[src/rtl/cvf_pkg.sv]
// Package of the 3x3 convolution filter: types, constants and codes.
// Used by the filter top, its channel interfaces, line store, accumulator and divider; depends on nothing.
package cvf_pkg;

  localparam int DEF_MAX_WIDTH = 1024;
  localparam int PIX_W         = 32;
  localparam int CH_W          = 8;
  localparam int IMG_W_W       = 11;
  localparam int IMG_H_W       = 13;
  localparam int ROW_W         = 12;
  localparam int ROW_LIMIT     = 4096;
  localparam int COEF_W        = 24;
  localparam int DIV_W         = 16;
  localparam int CFG_IDX_W     = 3;
  localparam int CFG_DATA_W    = 24;
  localparam int SUM_W         = 20;
  localparam int MAG_W         = 19;
  localparam int EXT_W         = 13;
  localparam int TAPS          = 9;
  localparam logic [CH_W-1:0] CH_MAX = 8'd255;

  typedef enum logic [CFG_IDX_W-1:0] {
    CFG_WIDTH    = 3'd0,
    CFG_HEIGHT   = 3'd1,
    CFG_COEF_TOP = 3'd2,
    CFG_COEF_MID = 3'd3,
    CFG_COEF_BOT = 3'd4,
    CFG_DIVISOR  = 3'd5
  } cfg_idx_t;

  typedef enum logic {
    OP_PUSH  = 1'b0,
    OP_DRAIN = 1'b1
  } op_t;

  typedef enum logic [2:0] {
    ST_IDLE,
    ST_READ,
    ST_UPDATE,
    ST_MAC,
    ST_DIV,
    ST_PACK
  } state_t;

  typedef struct packed {
    logic [CH_W-1:0] r;
    logic [CH_W-1:0] g;
    logic [CH_W-1:0] b;
  } rgb_t;

  // Signed 8-bit coefficient at column col (0 left, 2 right) of a packed row.
  function automatic logic signed [CH_W-1:0] coef_at(input logic [COEF_W-1:0] row,
                                                     input logic [1:0] col);
    logic signed [CH_W-1:0] c;
    unique case (col)
      2'd0:    c = row[23:16];
      2'd1:    c = row[15:8];
      default: c = row[7:0];
    endcase
    return c;
  endfunction

endpackage

[src/rtl/cvf_mac.sv]
// Tap accumulator of the filter: one window tap per cycle for all three channels.
// Depends on cvf_pkg for the pixel and coefficient types.
module cvf_mac (
  input  logic                               clk,
  input  logic                               rst_n,
  input  logic                               start,
  input  cvf_pkg::rgb_t                      taps [cvf_pkg::TAPS],
  input  logic [cvf_pkg::COEF_W-1:0]         coef_rows [3],
  output logic                               done,
  output logic signed [cvf_pkg::SUM_W-1:0]   sums [3]
);

  logic                             busy_r;
  logic [1:0]                       row_r, row_nxt;
  logic [1:0]                       col_r, col_nxt;
  logic                             done_r;
  logic signed [cvf_pkg::SUM_W-1:0] acc_r [3];
  logic [3:0]                       tap_idx;
  cvf_pkg::rgb_t                    tap;
  logic signed [cvf_pkg::CH_W-1:0]  kc;
  logic signed [cvf_pkg::CH_W+8:0]  prod [3];
  logic                             last;

  // Tap under work and its coefficient.
  always_comb begin
    tap_idx = {row_r, 1'b0} + {2'b00, row_r} + {2'b00, col_r};
    tap     = taps[tap_idx];
    kc      = cvf_pkg::coef_at(coef_rows[row_r], col_r);
    prod[0] = $signed({1'b0, tap.r}) * kc;
    prod[1] = $signed({1'b0, tap.g}) * kc;
    prod[2] = $signed({1'b0, tap.b}) * kc;
    last    = (row_r == 2'd2) && (col_r == 2'd2);
    if (col_r == 2'd2) begin
      col_nxt = 2'd0;
      row_nxt = row_r + 2'd1;
    end else begin
      col_nxt = col_r + 2'd1;
      row_nxt = row_r;
    end
  end

  // Sequencer over the nine taps.
  always_ff @(posedge clk) begin
    if (!rst_n) begin
      busy_r <= 1'b0;
      done_r <= 1'b0;
      row_r  <= 2'd0;
      col_r  <= 2'd0;
    end else begin
      done_r <= busy_r && last;
      if (start) begin
        busy_r <= 1'b1;
        row_r  <= 2'd0;
        col_r  <= 2'd0;
      end else if (busy_r) begin
        busy_r <= !last;
        row_r  <= row_nxt;
        col_r  <= col_nxt;
      end
    end
  end

  // Channel accumulators.
  always_ff @(posedge clk) begin
    for (int k = 0; k < 3; k++) begin
      if (start) begin
        acc_r[k] <= '0;
      end else if (busy_r) begin
        acc_r[k] <= acc_r[k] + cvf_pkg::SUM_W'(prod[k]);
      end
    end
  end

  assign done = done_r;
  assign sums = acc_r;

endmodule

[config.mk]
export PLATFORM = sky130hd
export DESIGN_NAME = cvf_mac
export DESIGN_NICKNAME = d
export VERILOG_FILES = /design/src/rtl/cvf_pkg.sv /design/src/rtl/cvf_mac.sv
export SDC_FILE = /design/constraint.sdc
export NUM_CORES = 1
export LEC_CHECK = 0
export BUFFER_PORTS_ARGS = -buffer_cell sky130_fd_sc_hd__buf_2
export CORE_MARGIN = 1
export CORE_UTILIZATION = 56
export CTS_CLUSTER_DIAMETER = 40
export CTS_CLUSTER_SIZE = 14
export DETAILED_ROUTE_END_ITERATION = 7
export PLACE_DENSITY_LB_ADDON = 0.25
export SETUP_SLACK_MARGIN = 0.2
export SLEW_MARGIN = 20
export SYNTH_ARGS = -nofsm -noshare
export SYNTH_HDL_FRONTEND = slang
export SYNTH_SLANG_ARGS = --single-unit
export TNS_END_PERCENT = 30
[constraint.sdc]
create_clock -name clk -period 10.8 [get_ports clk]
set_input_delay 1.62 -clock clk [delete_from_list [all_inputs] [get_ports clk]]
set_output_delay 1.62 -clock clk [all_outputs]
set_load 0.01 [all_outputs]
### After elaboration in Yosys (flattened, before gate mapping)

Cells that the tools add are included.

| word-level totals | value |
|---|---|
| logic and storage cells | 41 |
| register bits after elaboration | 66 |

| operators by class | value |
|---|---|
| $mul | 3 |
| bitwise gates (word level) | 3 |
| equal/unequal tests | 3 |
| add/sub/neg operators | 7 |
| multiplexer cells | 10 |
| reductions and logical operators | 6 |
| $lt $le $gt $ge | 2 |

Operators by type and width:

| kind | count |
|---|---|
| binary-select mux 24 bit (select 4 bit) | 1 |
| 2-to-1 mux 24 bit | 4 |
| adder 20 x 17 -> 20 bit | 3 |
| multiplier 9 x 8 -> 17 bit | 3 |
| binary-select mux 24 bit (select 2 bit) | 1 |
| one-hot mux 8 bit (2 select lines) | 1 |
| greater-or-equal comparator 5 bit, second input constant | 1 |
| NOT 4 -> 5 bit | 1 |
| adder 2 x 1 -> 2 bit, second input constant | 2 |
| adder 3 x 2 -> 4 bit | 1 |
| adder 4 x 2 -> 4 bit | 1 |
| equality test 2 bit, second input constant | 2 |
| greater-or-equal comparator 3 bit, second input constant | 1 |
| NOT 2 -> 3 bit | 1 |
| equality test 2 x 1 -> 1 bit, second input constant | 1 |
| logical AND 1 bit | 2 |
| zero test 2 bit | 1 |
| 2-to-1 mux 1 bit | 2 |
| 2-to-1 mux 2 bit | 1 |
| AND reduction 2 bit | 1 |
| OR reduction 2 bit | 1 |
| zero test 1 bit | 1 |
| NOT 1 bit | 1 |

### Logic depth before layout (Yosys ltp)

| logic depth | value |
|---|---|
| depth in word-level cells | 8 |
| depth in mapped cells | 29 |
| mapped depth without buffers | 27 |

### Worst setup path before layout

Ideal clock, no wire load.

| timing | value |
|---|---|
| path type | reg-to-reg |
| from | register row_r[1] |
| to | register acc_r, in the netlist sums[38] |
| path buffers | 2 |
| required time | 10.678 ns |
| period minus slack after synthesis | 7.571 ns |
| setup time | 0.122 ns |
| slack | 3.229 ns |
| arrival time | 7.448 ns |
| cell stages (with the launch flop) | 28 |
| cell sequence | dfxtp_1 fa_1 ha_1 fa_1 clkbuf_1 clkbuf_1 mux4_2 mux2i_1 nor2_1 a21oi_1 inv_1 nand2_1 fa_1 fa_1 inv_1 fa_1 fa_1 inv_1 fa_1 inv_1 ha_1 o21a_1 a21o_1 a211o_1 a211o_1 o31ai_1 xor2_1 o21ai_0 |

| between the ends | value |
|---|---|
| word-level cells in the longest chain between the ends | 8 |
| elaborated cells between the ends (all ways) | 13 |

Ends and longest elaborated chain:

| item | RTL line | source |
|---|---|---|
| start: declaration | cvf_mac.sv:14 | `logic [1:0] row_r, row_nxt;` |
| start signal: assignment | cvf_mac.sv:57 | `row_r <= row_nxt;` |
| adder 3 x 2 -> 4 bit | cvf_mac.sv:26 | `tap_idx = {row_r, 1'b0} + {2'b00, row_r} + {2'b00, col_r};` |
| adder 4 x 2 -> 4 bit | cvf_mac.sv:26 |  |
| NOT 4 -> 5 bit (implied by the code) | cvf_mac.sv:27 | `tap = taps[tap_idx];` |
| binary-select mux 24 bit (select 4 bit) | cvf_mac.sv:27 |  |
| 2-to-1 mux 24 bit (implied by the code) (2 in a row) | cvf_mac.sv:27 |  |
| multiplier 9 x 8 -> 17 bit (*) | cvf_mac.sv:30 | `prod[1] = $signed({1'b0, tap.g}) * kc;` |
| adder 20 x 17 -> 20 bit (*) | cvf_mac.sv:69 | `acc_r[k] <= acc_r[k] + cvf_pkg::SUM_W'(prod[k]);` |
| end signal: indexed assignment | cvf_mac.sv:69 |  |
| end: declaration | cvf_mac.sv:17 | `logic signed [cvf_pkg::SUM_W-1:0] acc_r [3];` |

Every way passes the cells marked *; elsewhere a longest branch is shown, timed or not. The select of a mux whose other input is x is not followed.
A chain may end at the register's enable or synchronous reset.

### Worst setup path after layout

| timing | value |
|---|---|
| from | register row_r[1] |
| to | register acc_r, in the netlist sums[59] |

| between the ends | value |
|---|---|
| word-level cells in the longest chain between the ends | 8 |
| elaborated cells between the ends (all ways) | 13 |

Ends and longest elaborated chain:

| item | RTL line | source |
|---|---|---|
| adder 3 x 2 -> 4 bit | cvf_mac.sv:26 |  |
| adder 4 x 2 -> 4 bit | cvf_mac.sv:26 |  |
| NOT 4 -> 5 bit (implied by the code) | cvf_mac.sv:27 |  |
| binary-select mux 24 bit (select 4 bit) | cvf_mac.sv:27 |  |
| 2-to-1 mux 24 bit (implied by the code) (2 in a row) | cvf_mac.sv:27 |  |
| multiplier 9 x 8 -> 17 bit (*) | cvf_mac.sv:29 | `prod[0] = $signed({1'b0, tap.r}) * kc;` |
| adder 20 x 17 -> 20 bit (*) | cvf_mac.sv:69 |  |

Marks and branches as above.

==> results.cfg <==
[power]
ir_drop_mv = 0.376
cellLeakagePower_nw = 8.05
fin_total_pwr_w = 0.00421
powerDensity_mw_per_mm2 = 270

[global_routing]
track_usage = 0.354
grt_pass1_vias = 12400
grt_max_degree = 68
antenna_found_initial = 6
grt_pass1_wl_um = 65500
overflow = 0

[clock_tree]
worstSkewPairLatency_ns = 0.35
holdBufCountCts = 0
cts_tree = yes
cts-root-buf = clkbuf_16
cts_max_level = 3
clock-sinks = 66
cts_buffers = 9
cts.path.max_buffers = 2
cts_resized = 0
postCtsSetupBuffers = 0
clkTransAtPathRegs_ns = 0.06

[synthesis]
synth_area_leaders = fa_1 (23%), ha_1 (17%), dfxtp_1 (9.9%), mux4_2 (8.3%), inv_1 (7.0%)
synth_most_common_cell = inv_1
synth-edff-count = 0
synthFlopType = dfxtp_1
syn_inst = 1495
synth_commonest_cells = inv_1 (248), ha_1 (183), fa_1 (155)
syn_area_per_cell_um2 = 8.89
syn_area_mm2 = 0.0133
async_flop_share = 0
ys_ff_latch = 66
synth_area_leader_cell = fa_1
yosysSeqAreaShare = 0.0994
yosysWarnings = 0
synthesis.nets = 2124
yosys.area.top_type_share = 0.233
synth_cell_types = 56

[placed_design]
numPortBuffers = 351
place.detailed.hpwl_um = 34700
place.gp.congestion = 0.990
place_ws_ns = 1.95

[critical_path]
r2r_end = sums[59]$_SDFFE_PP0P_
critical_path_class = reg -> reg
cp-end-kind = register
cp.arrival_ns = 9.35
crit_required_ns = 11.06
rr_worst_depth = 23
cp-start-kind = register
r2r_start = row_r[1]$_SDFFE_PP0P_
path_max_fanout = 34
reg2reg_slack_ns = 1.71

[route]
wl_um = 42400
ant_nets = 0
first_pass_iters = 5
drt-wirelength-per-cell_um = 19.9
drt_iter0_markers = 798
vias = 12200
routed_via_density = 5.73
post-route-drc-count = 0

[layout]
fillers = 1988
layout-drive-gt1-share = 0.249
seqCellArea_mm2 = 0.00132
final_nets = 2436
multi_input_area_mm2 = 0.0108
areaGrowthSynthToFinish_pct = 17.6

[timing]
skew_ns = 0.00397
setup-tns-final_ns = 0
period_share = 0.842
finalWorstSetupSlack_ns = 1.71
worst_pin_slew_ns = 1.07
slew_headroom = 0.280
setup_viol = 0
rsz0062_at_grt = no
drv_slew = 0
period_minus_slack_ns = 9.09
hold_viol_final = 0
timing.fmax_mhz = 110

[floorplanning]
rows = 56
dieArea_mm2 = 0.0244
die_w_um = 156
initial_core_util = 0.568
core_area_mm2 = 0.0234
top_level_ports = 352
die_h_um = 156

[min_path]
hold_depth = 2
hold_path.startpoint = sums[38]$_SDFFE_PP0P_
hp-class = reg -> reg
hold_end = sums[38]$_SDFFE_PP0P_

[run_status]
status = finished, final reports clean

[job]
maxCapViolCount = 0
-- critical path, cell delays in order (launching register included) --
cell,delay [ns]
dfxtp_1,0.89
fa_1,0.56
ha_2,0.20
fa_2,1.20
mux4_2,0.38
mux2i_1,0.08
o21ai_1,0.58
nand2_1,0.15
fa_1,0.52
inv_1,0.06
fa_1,0.48
fa_1,0.51
fa_1,0.49
inv_1,0.05
fa_1,0.50
inv_1,0.05
ha_1,0.32
o21ai_0,0.12
nor2_1,0.12
a2111oi_0,0.91
o31ai_1,0.22
a31oi_1,0.25
xnor2_1,0.10
a211oi_1,0.23
-- routing by layer --
layer / vias to the layer above / wire (um) / part of all wire / global-route usage
met5: - / 31 / 0.00073 / 0
met4: 6 / 1590 / 0.037 / 0.149
met3: 110 / 3580 / 0.084 / 0.0689
met2: 542 / 21100 / 0.50 / 0.605
met1: 5989 / 16100 / 0.38 / 0.435
li1: 5585 / - / - / -
-- area by class of cell --
cell class	instances	share of cell area
diodes	5	0.000800
clock buffers	11	0.0162
clock inverters	5	0.00336
inverters	249	0.0601
multi-input cells	1115	0.690
flip-flops and latches	66	0.0846
well taps	319	0.0255
repair buffers	366	0.120
-- per-stage QoR --
| step | cell area [um2] | utilization | instances | hold slack [ns] |
|---|---|---|---|---|
| 3_5_place_dp | 15300 | 0.654 | 2115 | 0.485 |
| 4_1_cts | 15600 | 0.668 | 2131 | 0.495 |
| 2_1_floorplan | 13300 | - | 1495 | 0.498 |
| 3_3_place_gp | 15300 | 0.654 | 2115 | 0.481 |
| 6_report | 15600 | 0.668 | 2136 | 0.495 |
| 5_1_grt | 15600 | 0.668 | 2134 | 0.526 |
-- power by group --
group	internal [W]	total (W)	switching, W	leakage, nW
clock	0.000190	0.000316	0.000126	0.151
combinational	0.00155	0.00352	0.00197	7.36
sequential	0.000313	0.000376	0.0000635	0.542
-- logic make-up after synthesis --
kind of cell | Yosys count | synth area share
muxes | 129 | 0.144
adders and majority gates | 338 | 0.406
and+or+nand+nor | 394 | 0.132
buffers and inverters | 314 | 0.0910
DFF | 66 | 0.0994
xor gates and xnor gates | 42 | 0.0277
AOI/OAI and AO/OA | 212 | 0.100
-- layout by cell type, fill, tap and decap left out, drive strengths merged, types with 4 or more instances in the layout --
master and count:
nand4 5, clkbuf 11, nor4b 4, and3 9
a211o 4, nor2 153, buf 366, nor2b 23
mux4 49, o21a 18, inv 248, ha 183
fa 155, or4 5, o211ai 8, o21bai 9
xnor2 33, nand2 131, nand2b 24, nand3 6
mux2i 75, a31oi 4, o21ai 61, a21oi 54
or2 7, clkinv 4, xor2 9, a21o 11
diode 5, dfxtp 66, and2 11, mux2 5
a211oi 22, nor3 10
-- state kept, by name, summed over array words and instances, names as in the netlist --
name    cells
busy_r      1
col_r       2
done        1
row_r       2
sums       60
-- worst max path at each step --
stage	start	end	slack, ns	cells after the start
final	row_r[1]$_SDFFE_PP0P_	sums[59]$_SDFFE_PP0P_	1.71	23
after global routing	row_r[1]$_SDFFE_PP0P_	sums[59]$_SDFFE_PP0P_	1.16	23
after CTS	row_r[1]$_SDFFE_PP0P_	sums[59]$_SDFFE_PP0P_	1.79	23
after detailed placement	row_r[1]$_SDFFE_PP0P_	sums[59]$_SDFFE_PP0P_	1.95	23
after global placement	row_r[1]$_SDFFE_PP0P_	sums[38]$_SDFFE_PP0P_	2.22	25
after floorplan	row_r[1]$_SDFFE_PP0P_	sums[38]$_SDFFE_PP0P_	3.23	27
Note: power is estimated with default switching activity, not from simulation.
