$ cat src/rtl/cvf_pkg.sv
// Package of the 3x3 convolution filter: types, constants and codes.
// Used by the filter top, its channel interfaces, line store, accumulator and divider; depends on nothing.
package cvf_pkg;

  localparam int DEF_MAX_WIDTH = 1024;
  localparam int PIX_W         = 32;
  localparam int CH_W          = 8;
  localparam int IMG_W_W       = 11;
  localparam int IMG_H_W       = 13;
  localparam int ROW_W         = 12;
  localparam int ROW_LIMIT     = 4096;
  localparam int COEF_W        = 24;
  localparam int DIV_W         = 16;
  localparam int CFG_IDX_W     = 3;
  localparam int CFG_DATA_W    = 24;
  localparam int SUM_W         = 20;
  localparam int MAG_W         = 19;
  localparam int EXT_W         = 13;
  localparam int TAPS          = 9;
  localparam logic [CH_W-1:0] CH_MAX = 8'd255;

  typedef enum logic [CFG_IDX_W-1:0] {
    CFG_WIDTH    = 3'd0,
    CFG_HEIGHT   = 3'd1,
    CFG_COEF_TOP = 3'd2,
    CFG_COEF_MID = 3'd3,
    CFG_COEF_BOT = 3'd4,
    CFG_DIVISOR  = 3'd5
  } cfg_idx_t;

  typedef enum logic {
    OP_PUSH  = 1'b0,
    OP_DRAIN = 1'b1
  } op_t;

  typedef enum logic [2:0] {
    ST_IDLE,
    ST_READ,
    ST_UPDATE,
    ST_MAC,
    ST_DIV,
    ST_PACK
  } state_t;

  typedef struct packed {
    logic [CH_W-1:0] r;
    logic [CH_W-1:0] g;
    logic [CH_W-1:0] b;
  } rgb_t;

  // Signed 8-bit coefficient at column col (0 left, 2 right) of a packed row.
  function automatic logic signed [CH_W-1:0] coef_at(input logic [COEF_W-1:0] row,
                                                     input logic [1:0] col);
    logic signed [CH_W-1:0] c;
    unique case (col)
      2'd0:    c = row[23:16];
      2'd1:    c = row[15:8];
      default: c = row[7:0];
    endcase
    return c;
  endfunction

endpackage

$ cat src/rtl/cvf_div.sv
// Three-lane restoring divider of the filter, one quotient bit per cycle.
// Gives each channel sum over the divisor, truncated and clamped to 0..255; uses cvf_pkg.
module cvf_div (
  input  logic                             clk,
  input  logic                             rst_n,
  input  logic                             start,
  input  logic signed [cvf_pkg::SUM_W-1:0] dividend [3],
  input  logic [cvf_pkg::DIV_W-1:0]        divisor,
  output logic                             done,
  output logic [cvf_pkg::CH_W-1:0]         quot [3]
);

  localparam int MW = cvf_pkg::MAG_W;
  localparam int DW = cvf_pkg::DIV_W;

  logic                 busy_r;
  logic                 done_r;
  logic [4:0]           cnt_r;
  logic [DW-1:0]        d_r;
  logic                 neg_r [3];
  logic [MW-1:0]        mag_r [3];
  logic [DW-1:0]        rem_r [3];
  logic [MW-1:0]        q_r   [3];
  logic [DW:0]          rem_t [3];
  logic                 fits  [3];
  logic                 last;

  assign last = (cnt_r == 5'(MW - 1));

  // One restoring step per lane.
  always_comb begin
    for (int k = 0; k < 3; k++) begin
      rem_t[k] = {rem_r[k], mag_r[k][MW-1]};
      fits[k]  = rem_t[k] >= {1'b0, d_r};
    end
  end

  // Control: step counter and completion pulse.
  always_ff @(posedge clk) begin
    if (!rst_n) begin
      busy_r <= 1'b0;
      done_r <= 1'b0;
      cnt_r  <= '0;
    end else begin
      done_r <= busy_r && last;
      if (start) begin
        busy_r <= 1'b1;
        cnt_r  <= '0;
      end else if (busy_r) begin
        busy_r <= !last;
        cnt_r  <= cnt_r + 5'd1;
      end
    end
  end

  // Datapath. A sum at or below zero truncates to a quotient that clamps to 0.
  always_ff @(posedge clk) begin
    if (start) begin
      d_r <= (divisor == '0) ? DW'(1) : divisor;
    end
    for (int k = 0; k < 3; k++) begin
      if (start) begin
        neg_r[k] <= dividend[k][cvf_pkg::SUM_W-1] || (dividend[k] == '0);
        mag_r[k] <= dividend[k][MW-1:0];
        rem_r[k] <= '0;
        q_r[k]   <= '0;
      end else if (busy_r) begin
        mag_r[k] <= {mag_r[k][MW-2:0], 1'b0};
        rem_r[k] <= fits[k] ? DW'(rem_t[k] - {1'b0, d_r}) : rem_t[k][DW-1:0];
        q_r[k]   <= {q_r[k][MW-2:0], fits[k]};
      end
    end
  end

  // Clamp to the channel range.
  always_comb begin
    for (int k = 0; k < 3; k++) begin
      if (neg_r[k]) begin
        quot[k] = '0;
      end else if (q_r[k] > MW'(cvf_pkg::CH_MAX)) begin
        quot[k] = cvf_pkg::CH_MAX;
      end else begin
        quot[k] = q_r[k][cvf_pkg::CH_W-1:0];
      end
    end
  end

  assign done = done_r;

endmodule

$ cat config.mk
export PLATFORM = sky130hd
export DESIGN_NAME = cvf_div
export DESIGN_NICKNAME = d
export VERILOG_FILES = /design/src/rtl/cvf_pkg.sv /design/src/rtl/cvf_div.sv
export SDC_FILE = /design/constraint.sdc
export NUM_CORES = 1
export LEC_CHECK = 0
export ABC_CLOCK_PERIOD_IN_PS = 2800
export BUFFER_PORTS_ARGS = -buffer_cell sky130_fd_sc_hd__buf_2
export CORE_MARGIN = 2
export CORE_UTILIZATION = 54
export DETAILED_ROUTE_END_ITERATION = 8
export PLACE_DENSITY_LB_ADDON = 0.1
export SYNTH_ARGS = -nofsm -noshare
export SYNTH_HDL_FRONTEND = slang
export SYNTH_SLANG_ARGS = --single-unit
$ cat constraint.sdc
create_clock -name clk -period 2.8 [get_ports clk]
set_input_delay 0.14 -clock clk [delete_from_list [all_inputs] [get_ports clk]]
set_output_delay 0.14 -clock clk [all_outputs]
set_load 0.02 [all_outputs]
# Yosys cells after proc, flatten, opt, wreduce, memory -nomap -nowiden
# Memory sizes are Yosys's and may differ from the RTL's.
# Cells that the tools add are included.
# classes
addsub,4
n_mul,0
div,0
order_cmp,6
n_eq_ne,1
shift,0
n_mux,25
bitwise,10
n_reduce_logical,10
# ops
cell,count
$mux 19,6
$mux 16,6
$logic_not 20->1,3
$gt 19x8->1 const B,3
$ge 17x16->1,3
$mux 8,6
$sub 16x16->16,3
$logic_not 16->1,1
$or 1x1->1,9
$mux 1,7
$add 5x1->5 const B,1
$eq 5x5->1 const B,1
$logic_or 1x1->1,3
$reduce_or 2->1,1
$logic_and 1x1->1,1
$logic_not 1->1,1
$not 1->1,1
# word_totals
regBits,23
latchBits,0
ramBits,165
romBits,0
in_bits,79
out_inout_bits,25
elab_cells,64
mem_count,4
# memory_table
memory,words,width,rd,rd_ports_with_merged_regs,wr,line,text
mag_r,3,19,3,0,3,cvf_div.sv:21,logic [MW-1:0] mag_r [3];
q_r,3,19,3,0,3,cvf_div.sv:23,logic [MW-1:0] q_r [3];
rem_r,3,16,3,0,3,cvf_div.sv:22,logic [DW-1:0] rem_r [3];
neg_r,3,1,3,0,3,cvf_div.sv:20,logic neg_r [3];

# Depth between registers and ports, before layout
# Gate-level depths: netlist of run 1.
# depth
ltp_word,4
depth_mapped,12

# Worst setup path after synthesis of run 1
# OpenSTA, ideal clock, no wires.
# synth_path
path_type,register -> register
startpoint,reg busy_r
endpoint,"mem mag_r[0][0] in the netlist's numbering, enable pin"
setup_ps,453
t_arrival_ps,2631
slack_ps,-284
stages_incl_launch_ff,3
path_buffers,1
synth_period_minus_slack_ps,3084
path_cell_list,dfxtp_1 -> clkbuf_1 -> or2_2
# synth_rtl
element,line,text
start: declaration,cvf_div.sv:16,logic busy_r;
start signal: assignment,cvf_div.sv:50,busy_r <= !last;
end: declaration,cvf_div.sv:21,

==> metrics.txt, run 1 <==
I/O pin total=104; clock sink count=188; sequential fraction of the synthesis area=0.545; initial antenna violation count=0; worst endpoint required time=2.99 ns; met1 Usage GRT=0.347; first-pass GRT wire length=37.8 mm; Clock Power Share=0.331; FMAX=368 MHz; Die Wd=142 microns; Residual DRC=0; gate count of the mapped netlist=982; Final Hold Viols=0; most common cell after layout, fill and taps aside=edfxtp_1; post-DP HPWL=15.7 mm; Crit. Startpoint=rem_r[1][0]$_SDFFCE_PN0P_; asr flop ratio synth=0; Power Density=631 nW/um^2; Fin Hold WS=0.0124 ns; crit-path max FO=7; Avg WL per Cell=16.9 microns; Max-Cap Viols=0; Root Buffer=clkbuf_16; die height=142 microns; net switching power=2.40 mW; Slew Limit Fails=0; clk slew on worst S/H paths=0.09 ns; layout cells sized above 1=0.191; placer congestion estimate=0.932; via/cell ratio=5.63; TritonCTS clock tree=yes; grt peak-use layer=met2; Setup crit start kind=register; total number of vias=7827; sequential share of power=0.438; Avg Cell Area, Syn=10.4 sq um; clock period minus worst slack=2.72 ns; total clock buffers created by CTS=17; Layout Skew=0.0157 ns; number of synthesized flops with an enable pin=180; Post-Syn Nets=1114; Sw Share=0.304; H-tree depth=4; CP Class=reg2reg; met2 global-route usage=0.372; # diodes=0; CP endpoint kind=register; setup_tns=0 ns; Tot Pwr=7.91 mW; Total Nets Final=1274; Yosys cell types=59; Yosys warnings=0; Worst Tran Pin Value=0.609 ns; port bufs=103; RSZ-0062 raised after global routing=yes; most frequent cells in the layout=edfxtp_1, nand2_1, buf_2, nor2_1, a21oi_1; largest net degree at the start of global routing=49; Synth Cell Area=10200 sq um; antenna viol nets, final=0; Clk Latency, worst-skew pair=0.44 ns; vias in the first global route=7444; Starting Density=0.548; Min-Delay Startpoint=dividend[6]; number of iterations in the first detailed-routing pass=5; Critical Path AT=2.91 ns; grt total ovfl=0; Core Area=18600 sq um; final wirelength=23.5 mm; P_int=5.51 mW; VDD IR-drop max=0.000393 V; top_reg_cell synth=edfxtp_1; GRT Util Overall=0.240; Cell Rows=50; Lkg Pwr=5.30 nW; die area=20000 sq um; # setup viols final=0; Comb pwr share=0.230; Tcrit/Tclk final=0.971; Starting DRT DRC Count=589; Area growth syn-to-layout=22.7%; worst relative slew slack=0.593; status=complete, no violations; register bit total from synthesis=188; Worst R2R Start=rem_r[1][0]$_SDFFCE_PN0P_; Hold Path Class=in2reg; CTS Buffer Depth=2; met3 Use GR=0.0388
==> registers in the layout, indices dropped and copies added, names as in the netlist <==
| signal | flops |
|---|---|
| done | 1 |
| neg_r | 3 |
| cnt_r | 5 |
| d_r | 16 |
| q_r | 57 |
| mag_r | 57 |
| rem_r | 48 |
| busy_r | 1 |
==> synthesized netlist by cell type, types with 10 or more instances <==
master	count	share of area
nor2b_1	10	0.0061
inv_1	63	0.023
o21ai_0	27	0.013
nor2_1	103	0.038
and2_1	33	0.020
nand4_1	12	0.0074
edfxtp_1	180	0.53
nand2_1	140	0.051
xor2_1	11	0.0094
a21o_1	11	0.0081
ha_1	50	0.061
nor4_1	24	0.015
a21oi_1	72	0.035
mux2i_1	24	0.024
xnor2_1	25	0.021
a22o_1	17	0.015
clkbuf_1	45	0.017
nand3_1	13	0.0064
==> power by group through the flow <==
stage / sequential, mW / clock [mW] / combinational, mW
floorplan: 3.48 / 0 / 1.18
detailed placement: 3.52 / 0 / 1.65
global placement: 3.52 / 0 / 1.64
global route: 3.49 / 2.77 / 2.01
CTS: 3.46 / 2.66 / 1.71
finish: 3.47 / 2.62 / 1.82
==> worst max-delay path, cell delays in order, from the launching register on <==
cell and delay, ns:
edfxtp_1 0.47, ha_4 0.25, nor2b_4 0.12, o31a_1 0.26
o311a_1 0.31, a311o_1 0.36, a21oi_2 0.13, buf_6 0.16
buf_4 0.12, buf_4 0.09, nor2_1 0.05, o2bb2ai_1 0.13
==> cells by family after synthesis <==
logic type / Yosys count / share of synthesized area
simple gates: 371 / 0.167
compound gates: 192 / 0.122
flops: 188 / 0.545
buf+inv: 118 / 0.0446
fa+ha+maj: 53 / 0.0671
xor+xnor: 36 / 0.0309
mux: 24 / 0.0235
==> through the flow <==
stage	cell area [sq um]	std cells	utilization	worst slack (ns)
3_3_place_gp	11200	1304	0.602	0.0918
4_1_cts	12300	1381	0.660	0.0196
5_1_grt	12500	1389	0.672	-0.0422
3_5_place_dp	11200	1304	0.602	0.0506
6_report	12500	1389	0.672	0.0816
2_1_floorplan	10200	982	-	0.0133
==> final timing paths <==
kind / endpoint / cells past startpoint / slack, ns
worst max-delay path: rem_r[1][12]$_SDFFCE_PN0P_ / 11 / 0.08
worst min-delay path: mag_r[2][6]$_DFFE_PP_ / 2 / 0.01
worst max register to register: rem_r[1][12]$_SDFFCE_PN0P_ / 11 / 0.08
worst min register to register: mag_r[2][0]$_SDFFE_PP0P_ / 2 / 0.49
==> metal layers <==
metal | part of all wire | wire length, microns
met1 | 0.48 | 11200
met2 | 0.46 | 10800
met3 | 0.038 | 887
met4 | 0.024 | 567
met5 | 0 | 0
==> cell type report <==
class | count | area (sq um)
clock buffer | 17 | 425
timing repair buffer | 195 | 1430
fill | 1457 | 6110
tap | 234 | 293
inverter | 64 | 243
sequential | 188 | 5570
multi-input combinational | 676 | 4350
clock inverter | 15 | 223
==> timing repair <==
item / CTS / global route
gates resized for setup: 0 / 37
hold endpoints to repair: 46 / 1
setup buffers: 0 / 6
endpoints found under the setup margin: 0 / 47
hold buffers: 45 / 1
No activity file was read; power rests on OpenSTA's default activity.
==> run 2, diff against run 1 <==
--- a/config.mk
+++ b/config.mk
@@ -7,8 +7,10 @@
 export LEC_CHECK = 0
 export ABC_CLOCK_PERIOD_IN_PS = 2800
 export BUFFER_PORTS_ARGS = -buffer_cell sky130_fd_sc_hd__buf_2
+export CELL_PAD_IN_SITES_DETAIL_PLACEMENT = 1
+export CELL_PAD_IN_SITES_GLOBAL_PLACEMENT = 1
 export CORE_MARGIN = 2
-export CORE_UTILIZATION = 54
+export CORE_UTILIZATION = 42
 export DETAILED_ROUTE_END_ITERATION = 8
 export PLACE_DENSITY_LB_ADDON = 0.1
 export SYNTH_ARGS = -nofsm -noshare
==> metrics.txt, run 2 (same netlist as run 1, synthesis figures left out) <==
Worst R2R Path Depth=10; RSZ-0062 raised after global routing=yes; layout cells sized above 1=0.202; clock period minus worst slack=2.79 ns; Area growth syn-to-layout=23.9%; Slowest Stage Delay on Critical Path=0.43 ns; via/cell ratio=5.30; placed instance count=1407; CP Class=reg2reg; Min-Delay Startpoint=dividend[45]; TritonCTS clock tree=yes; die height=160 microns; grt total ovfl=0; total number of vias=7876; most frequent cells in the layout=edfxtp_1, nand2_1, buf_2, nor2_1, a21oi_1; Setup crit start kind=register; setup_tns=0 ns; CP endpoint kind=register; initial antenna violation count=1; Clk Latency, worst-skew pair=0.44 ns; crit-path max FO=6; Lkg Pwr=5.32 nW; status=complete, no violations; port bufs=103; Core Area=24100 sq um; WHS Path Cells=3; Die Wd=160 microns; number of iterations in the first detailed-routing pass=4; Starting DRT DRC Count=446; CP bufs+invs=2; Worst Tran Pin Value=0.527 ns; most common cell after layout, fill and taps aside=edfxtp_1; biggest regs=mag_r: 57 flops, q_r: 57 flops, rem_r: 48 flops; FMAX=358 MHz; Total Nets Final=1281; first-pass GRT wire length=44.0 mm; Worst R2R Start=d_r[1]$_SDFFCE_PN0P_; Root Buffer=clkbuf_16; Crit path depth=10; worst relative slew slack=0.640; CP most frequent cell=a311o_1; GRT Util Overall=0.216; VDD IR-drop max=0.000319 V; largest net degree at the start of global routing=63; slowest CP cell=edfxtp_1; total clock buffers created by CTS=17; Starting Density=0.424; worst-path cell chain=inv_2, ha_4, nor2b_4, o31a_1, o311a_1, a311o_1, a21oi_2, buf_6, nor4b_1, a311o_1; die area=25600 sq um; # setup viols final=0; Cell Rows=57; Layout Cells excl Fill=1487; placer congestion estimate=0.817; vias in the first global route=8369; Hold Path Class=in2reg; worst slack, placed=-0.0646 ns; Layout Skew=0.0161 ns; Residual DRC=0; Critical Path AT=2.98 ns; CTS Buffer Depth=2; clock sink count=188; Max-Cap Viols=0; Crit. Startpoint=d_r[1]$_SDFFCE_PN0P_; post-DP HPWL=18.6 mm; Power Density=621 nW/um^2; final wirelength=27.0 mm; I/O pin total=104; worst endpoint required time=2.99 ns; PnR worst setup slack=0.00755 ns; kind of cell adding the most delay to the critical path=compound AO/OA/AOI/OAI gates; Avg WL per Cell=18.2 microns; antenna viol nets, final=0; Tcrit/Tclk final=0.997; Final Hold Viols=0; clk slew on worst S/H paths=0.08 ns; H-tree depth=4; Slew Limit Fails=0
## run 2: area by class of cell
type                       instances  area (sq um)
tap                              324           405
fill                            2686         11500
inverter                          64           240
clock buffer                      17           425
sequential                       188          5570
multi-input combinational        676          4360
clock inverter                    15           195
antenna                            1          2.50
timing repair buffer             202          1460
## run 2: metrics by stage
step / area (sq um) / hold slack [ns] / power (mW) / util
finish: 12600 / 0.0101 / 7.85 / 0.525
CTS: 12500 / 0.000983 / 7.83 / 0.517
detailed placement: 11400 / 0.334 / 5.25 / 0.474
floorplan: 10200 / 0.249 / 4.66 / -
global placement: 11400 / 0.332 / 5.22 / 0.474
global route: 12600 / 0.0124 / 8.24 / 0.525
## run 2: power by group
group	switching, mW	total [mW]	leakage (nW)	internal [mW]
clock network	1.27	2.49	0.300	1.22
logic	1.06	1.89	3.06	0.830
registers	0.118	3.47	1.96	3.35
## run 2: worst paths after layout
path	end	slack (ns)
worst max register to register	rem_r[1][14]$_SDFFCE_PN0P_	0.008
worst min-delay path	mag_r[0][5]$_DFFE_PP_	0.01
worst min register to register	mag_r[2][0]$_SDFFE_PP0P_	0.50
worst max-delay path	rem_r[1][14]$_SDFFCE_PN0P_	0.008
## run 2: tightest hold or removal path: cells and delay by family
family	cells	cell delay, ns
AND/OR/NAND/NOR	2	0.11
buffers and inverters	1	0.10
## run 2: repair_timing
item,CTS,global route
gates cloned,0,1
setup buffers,1,6
pin swaps,2,1
setup endpoints to repair,11,47
hold buffers,38,1
endpoints found under the hold margin,39,1
gates resized for setup,4,36
## run 2: layer usage
metal,share of wire,vias to the layer above,wire [microns],global-route usage
met4,0.019,0,527,0.0713
met3,0.030,33,818,0.0351
li1,-,3847,-,-
met1,0.48,3859,13000,0.295
met5,0,-,0,0
met2,0.47,137,12700,0.354
==> run 3, diff against run 2 <==
--- a/config.mk
+++ b/config.mk
@@ -5,7 +5,7 @@
 export SDC_FILE = /design/constraint.sdc
 export NUM_CORES = 1
 export LEC_CHECK = 0
-export ABC_CLOCK_PERIOD_IN_PS = 2800
+export ABC_CLOCK_PERIOD_IN_PS = 2300
 export BUFFER_PORTS_ARGS = -buffer_cell sky130_fd_sc_hd__buf_2
 export CELL_PAD_IN_SITES_DETAIL_PLACEMENT = 1
 export CELL_PAD_IN_SITES_GLOBAL_PLACEMENT = 1
==> constraint.sdc (replaced) <==
create_clock -name clk -period 2.3 [get_ports clk]
set_input_delay 0.115 -clock clk [delete_from_list [all_inputs] [get_ports clk]]
set_output_delay 0.115 -clock clk [all_outputs]
set_load 0.02 [all_outputs]
==> metrics.txt, run 3 (same netlist as run 1, synthesis figures left out) <==
status=finished, violations left; clk slew on worst S/H paths=0.08 ns; Worst R2R Path Depth=10; RSZ-0062 raised after global routing=yes; FMAX=368 MHz; Clk Latency, worst-skew pair=0.45 ns; port bufs=103; CP endpoint kind=register; R2R setup slack=-0.42 ns; die height=160 microns; Sw Share=0.317; worst endpoint required time=2.49 ns; largest net degree at the start of global routing=47; Residual DRC=0; Root Buffer=clkbuf_16; post-DP HPWL=20.3 mm; initial antenna violation count=5; die area=25600 sq um; placer congestion estimate=0.825; Avg WL per Cell=19.3 microns; Fin Hold WS=0.00854 ns; net switching power=3.27 mW; GRT Util Overall=0.252; Hold Path Class=in2reg; H-tree depth=4; most frequent cells in the layout=edfxtp_1, buf_4, nand2_1, buf_2, nor2_1; Slew Limit Fails=0; VDD IR-drop max=0.000394 V; Lkg Pwr=6.14 nW; clock period minus worst slack=2.72 ns; Total Nets Final=1437; I/O pin total=104; antenna viol nets, final=0; Die Wd=160 microns; Final Hold Viols=0; worst relative slew slack=0.629; crit-path max FO=5; total clock buffers created by CTS=17; Clock Power Share=0.296; Cell Rows=57; total number of vias=8724; clock sink count=188; sequential share of power=0.411; Setup crit start kind=register; TritonCTS clock tree=yes; vias in the first global route=9364; Starting Density=0.424; CP Class=reg2reg; Worst Tran Pin Value=0.555 ns; setup_tns=-15.21 ns; Power Density=722 nW/um^2; # setup viols final=51; Layout Cells excl Fill=1646; layout cells sized above 1=0.310; worst slack, placed=-0.497 ns; Worst R2R Start=rem_r[1][0]$_SDFFCE_PN0P_; via/cell ratio=5.30; final wirelength=31.8 mm; CTS Buffer Depth=2; critical path capture point=rem_r[1][0]$_SDFFCE_PN0P_; biggest regs=mag_r: 57 flops, q_r: 57 flops, rem_r: 48 flops; Fill cells=2662; Area growth syn-to-layout=39.9%; Starting DRT DRC Count=524; Comb pwr share=0.293; Critical Path AT=2.91 ns; number of iterations in the first detailed-routing pass=5; Crit. Startpoint=rem_r[1][0]$_SDFFCE_PN0P_; most common cell after layout, fill and taps aside=edfxtp_1; Layout Skew=0.0134 ns; reg2reg end=rem_r[1][0]$_SDFFCE_PN0P_; grt total ovfl=0; placed instance count=1513; P_int=7.04 mW; violations in the final reports=negative setup slack; Core Area=24100 sq um; Tcrit/Tclk final=1.18; Max-Cap Viols=0; PnR worst setup slack=-0.419 ns; first-pass GRT wire length=50.6 mm
-- run 3: cell count changes in the layout (fill, tap and decap cells not counted), moves of 7 or more --
cell,delta
ha_4,+7
ha_1,-8
buf_6,+8
dlygate4sd3_1,+33
buf_4,+113
a21oi_1,-7
-- run 3: final cells by class --
class	count	area, sq um	area share
sequential	188	5570	0.390
multi-input combinational	676	4670	0.327
timing repair buffer	358	2770	0.194
clock buffer	17	425	0.0298
tap	324	405	0.0284
inverter	64	245	0.0172
clock inverter	15	193	0.0135
antenna	4	10.0	0.000701
-- run 3: critical path, stage by stage (launching register included) --
cell      delay (ns)
edfxtp_1        0.45
ha_4            0.27
nor2b_4         0.12
o31a_1          0.26
o311a_1         0.36
a311o_1         0.31
a21oi_4         0.23
buf_4           0.19
nor2_1          0.06
a21oi_2         0.15
nor2_1          0.06
-- run 3: per-stage QoR --
step | utilization | instance area [sq um] | total power, mW
floorplan | - | 10300 | 5.71
global placement | 0.510 | 12300 | 6.71
detailed placement | 0.510 | 12300 | 6.78
CTS | 0.587 | 14200 | 10.2
global route | 0.593 | 14300 | 10.8
finish | 0.593 | 14300 | 10.3
-- run 3: power groups by stage --
stage                     Combinational (mW)  Sequential, mW  Clock [mW]
after detailed placement                2.48            4.29           0
after global routing                    3.28            4.27        3.21
after global placement                  2.43            4.29           0
final                                   3.03            4.24        3.05
after floorplan                         1.47            4.24           0
after CTS                               2.88            4.23        3.08
-- run 3: worst min path at each step --
stage               slack [ns]         start  cells past startpoint                        to
floorplan                 0.22   dividend[0]                      2  mag_r[2][0]$_SDFFE_PP0P_
CTS                      0.001  dividend[10]                      2    mag_r[2][10]$_DFFE_PP_
detailed placement        0.31    divisor[5]                      1      d_r[5]$_SDFFCE_PN0P_
global route            0.0003    divisor[0]                      2      d_r[0]$_SDFFCE_PN1P_
finish                   0.009    divisor[0]                      2      d_r[0]$_SDFFCE_PN1P_
global placement          0.31   divisor[12]                      1     d_r[12]$_SDFFCE_PN0P_
-- run 3: repair_timing --
item | in CTS | in global routing
setup endpoints to repair | 59 | 51
endpoints found under the hold margin | 72 | 0
pin swaps | 33 | 11
gates resized for setup | 92 | 21
buffers inserted | 19 | 5
hold buffers | 72 | 0
cloned | 2 | 1
-- run 3: per-layer routing --
layer / share of wire / GRT usage / vias to the layer above / wire (microns)
met2: 0.51 / 0.436 / 166 / 16300
met4: 0.026 / 0.100 / 2 / 824
met3: 0.027 / 0.0382 / 60 / 851
met1: 0.43 / 0.317 / 4330 / 13800
li1: - / - / 4166 / -
met5: 0.00041 / 0 / - / 13
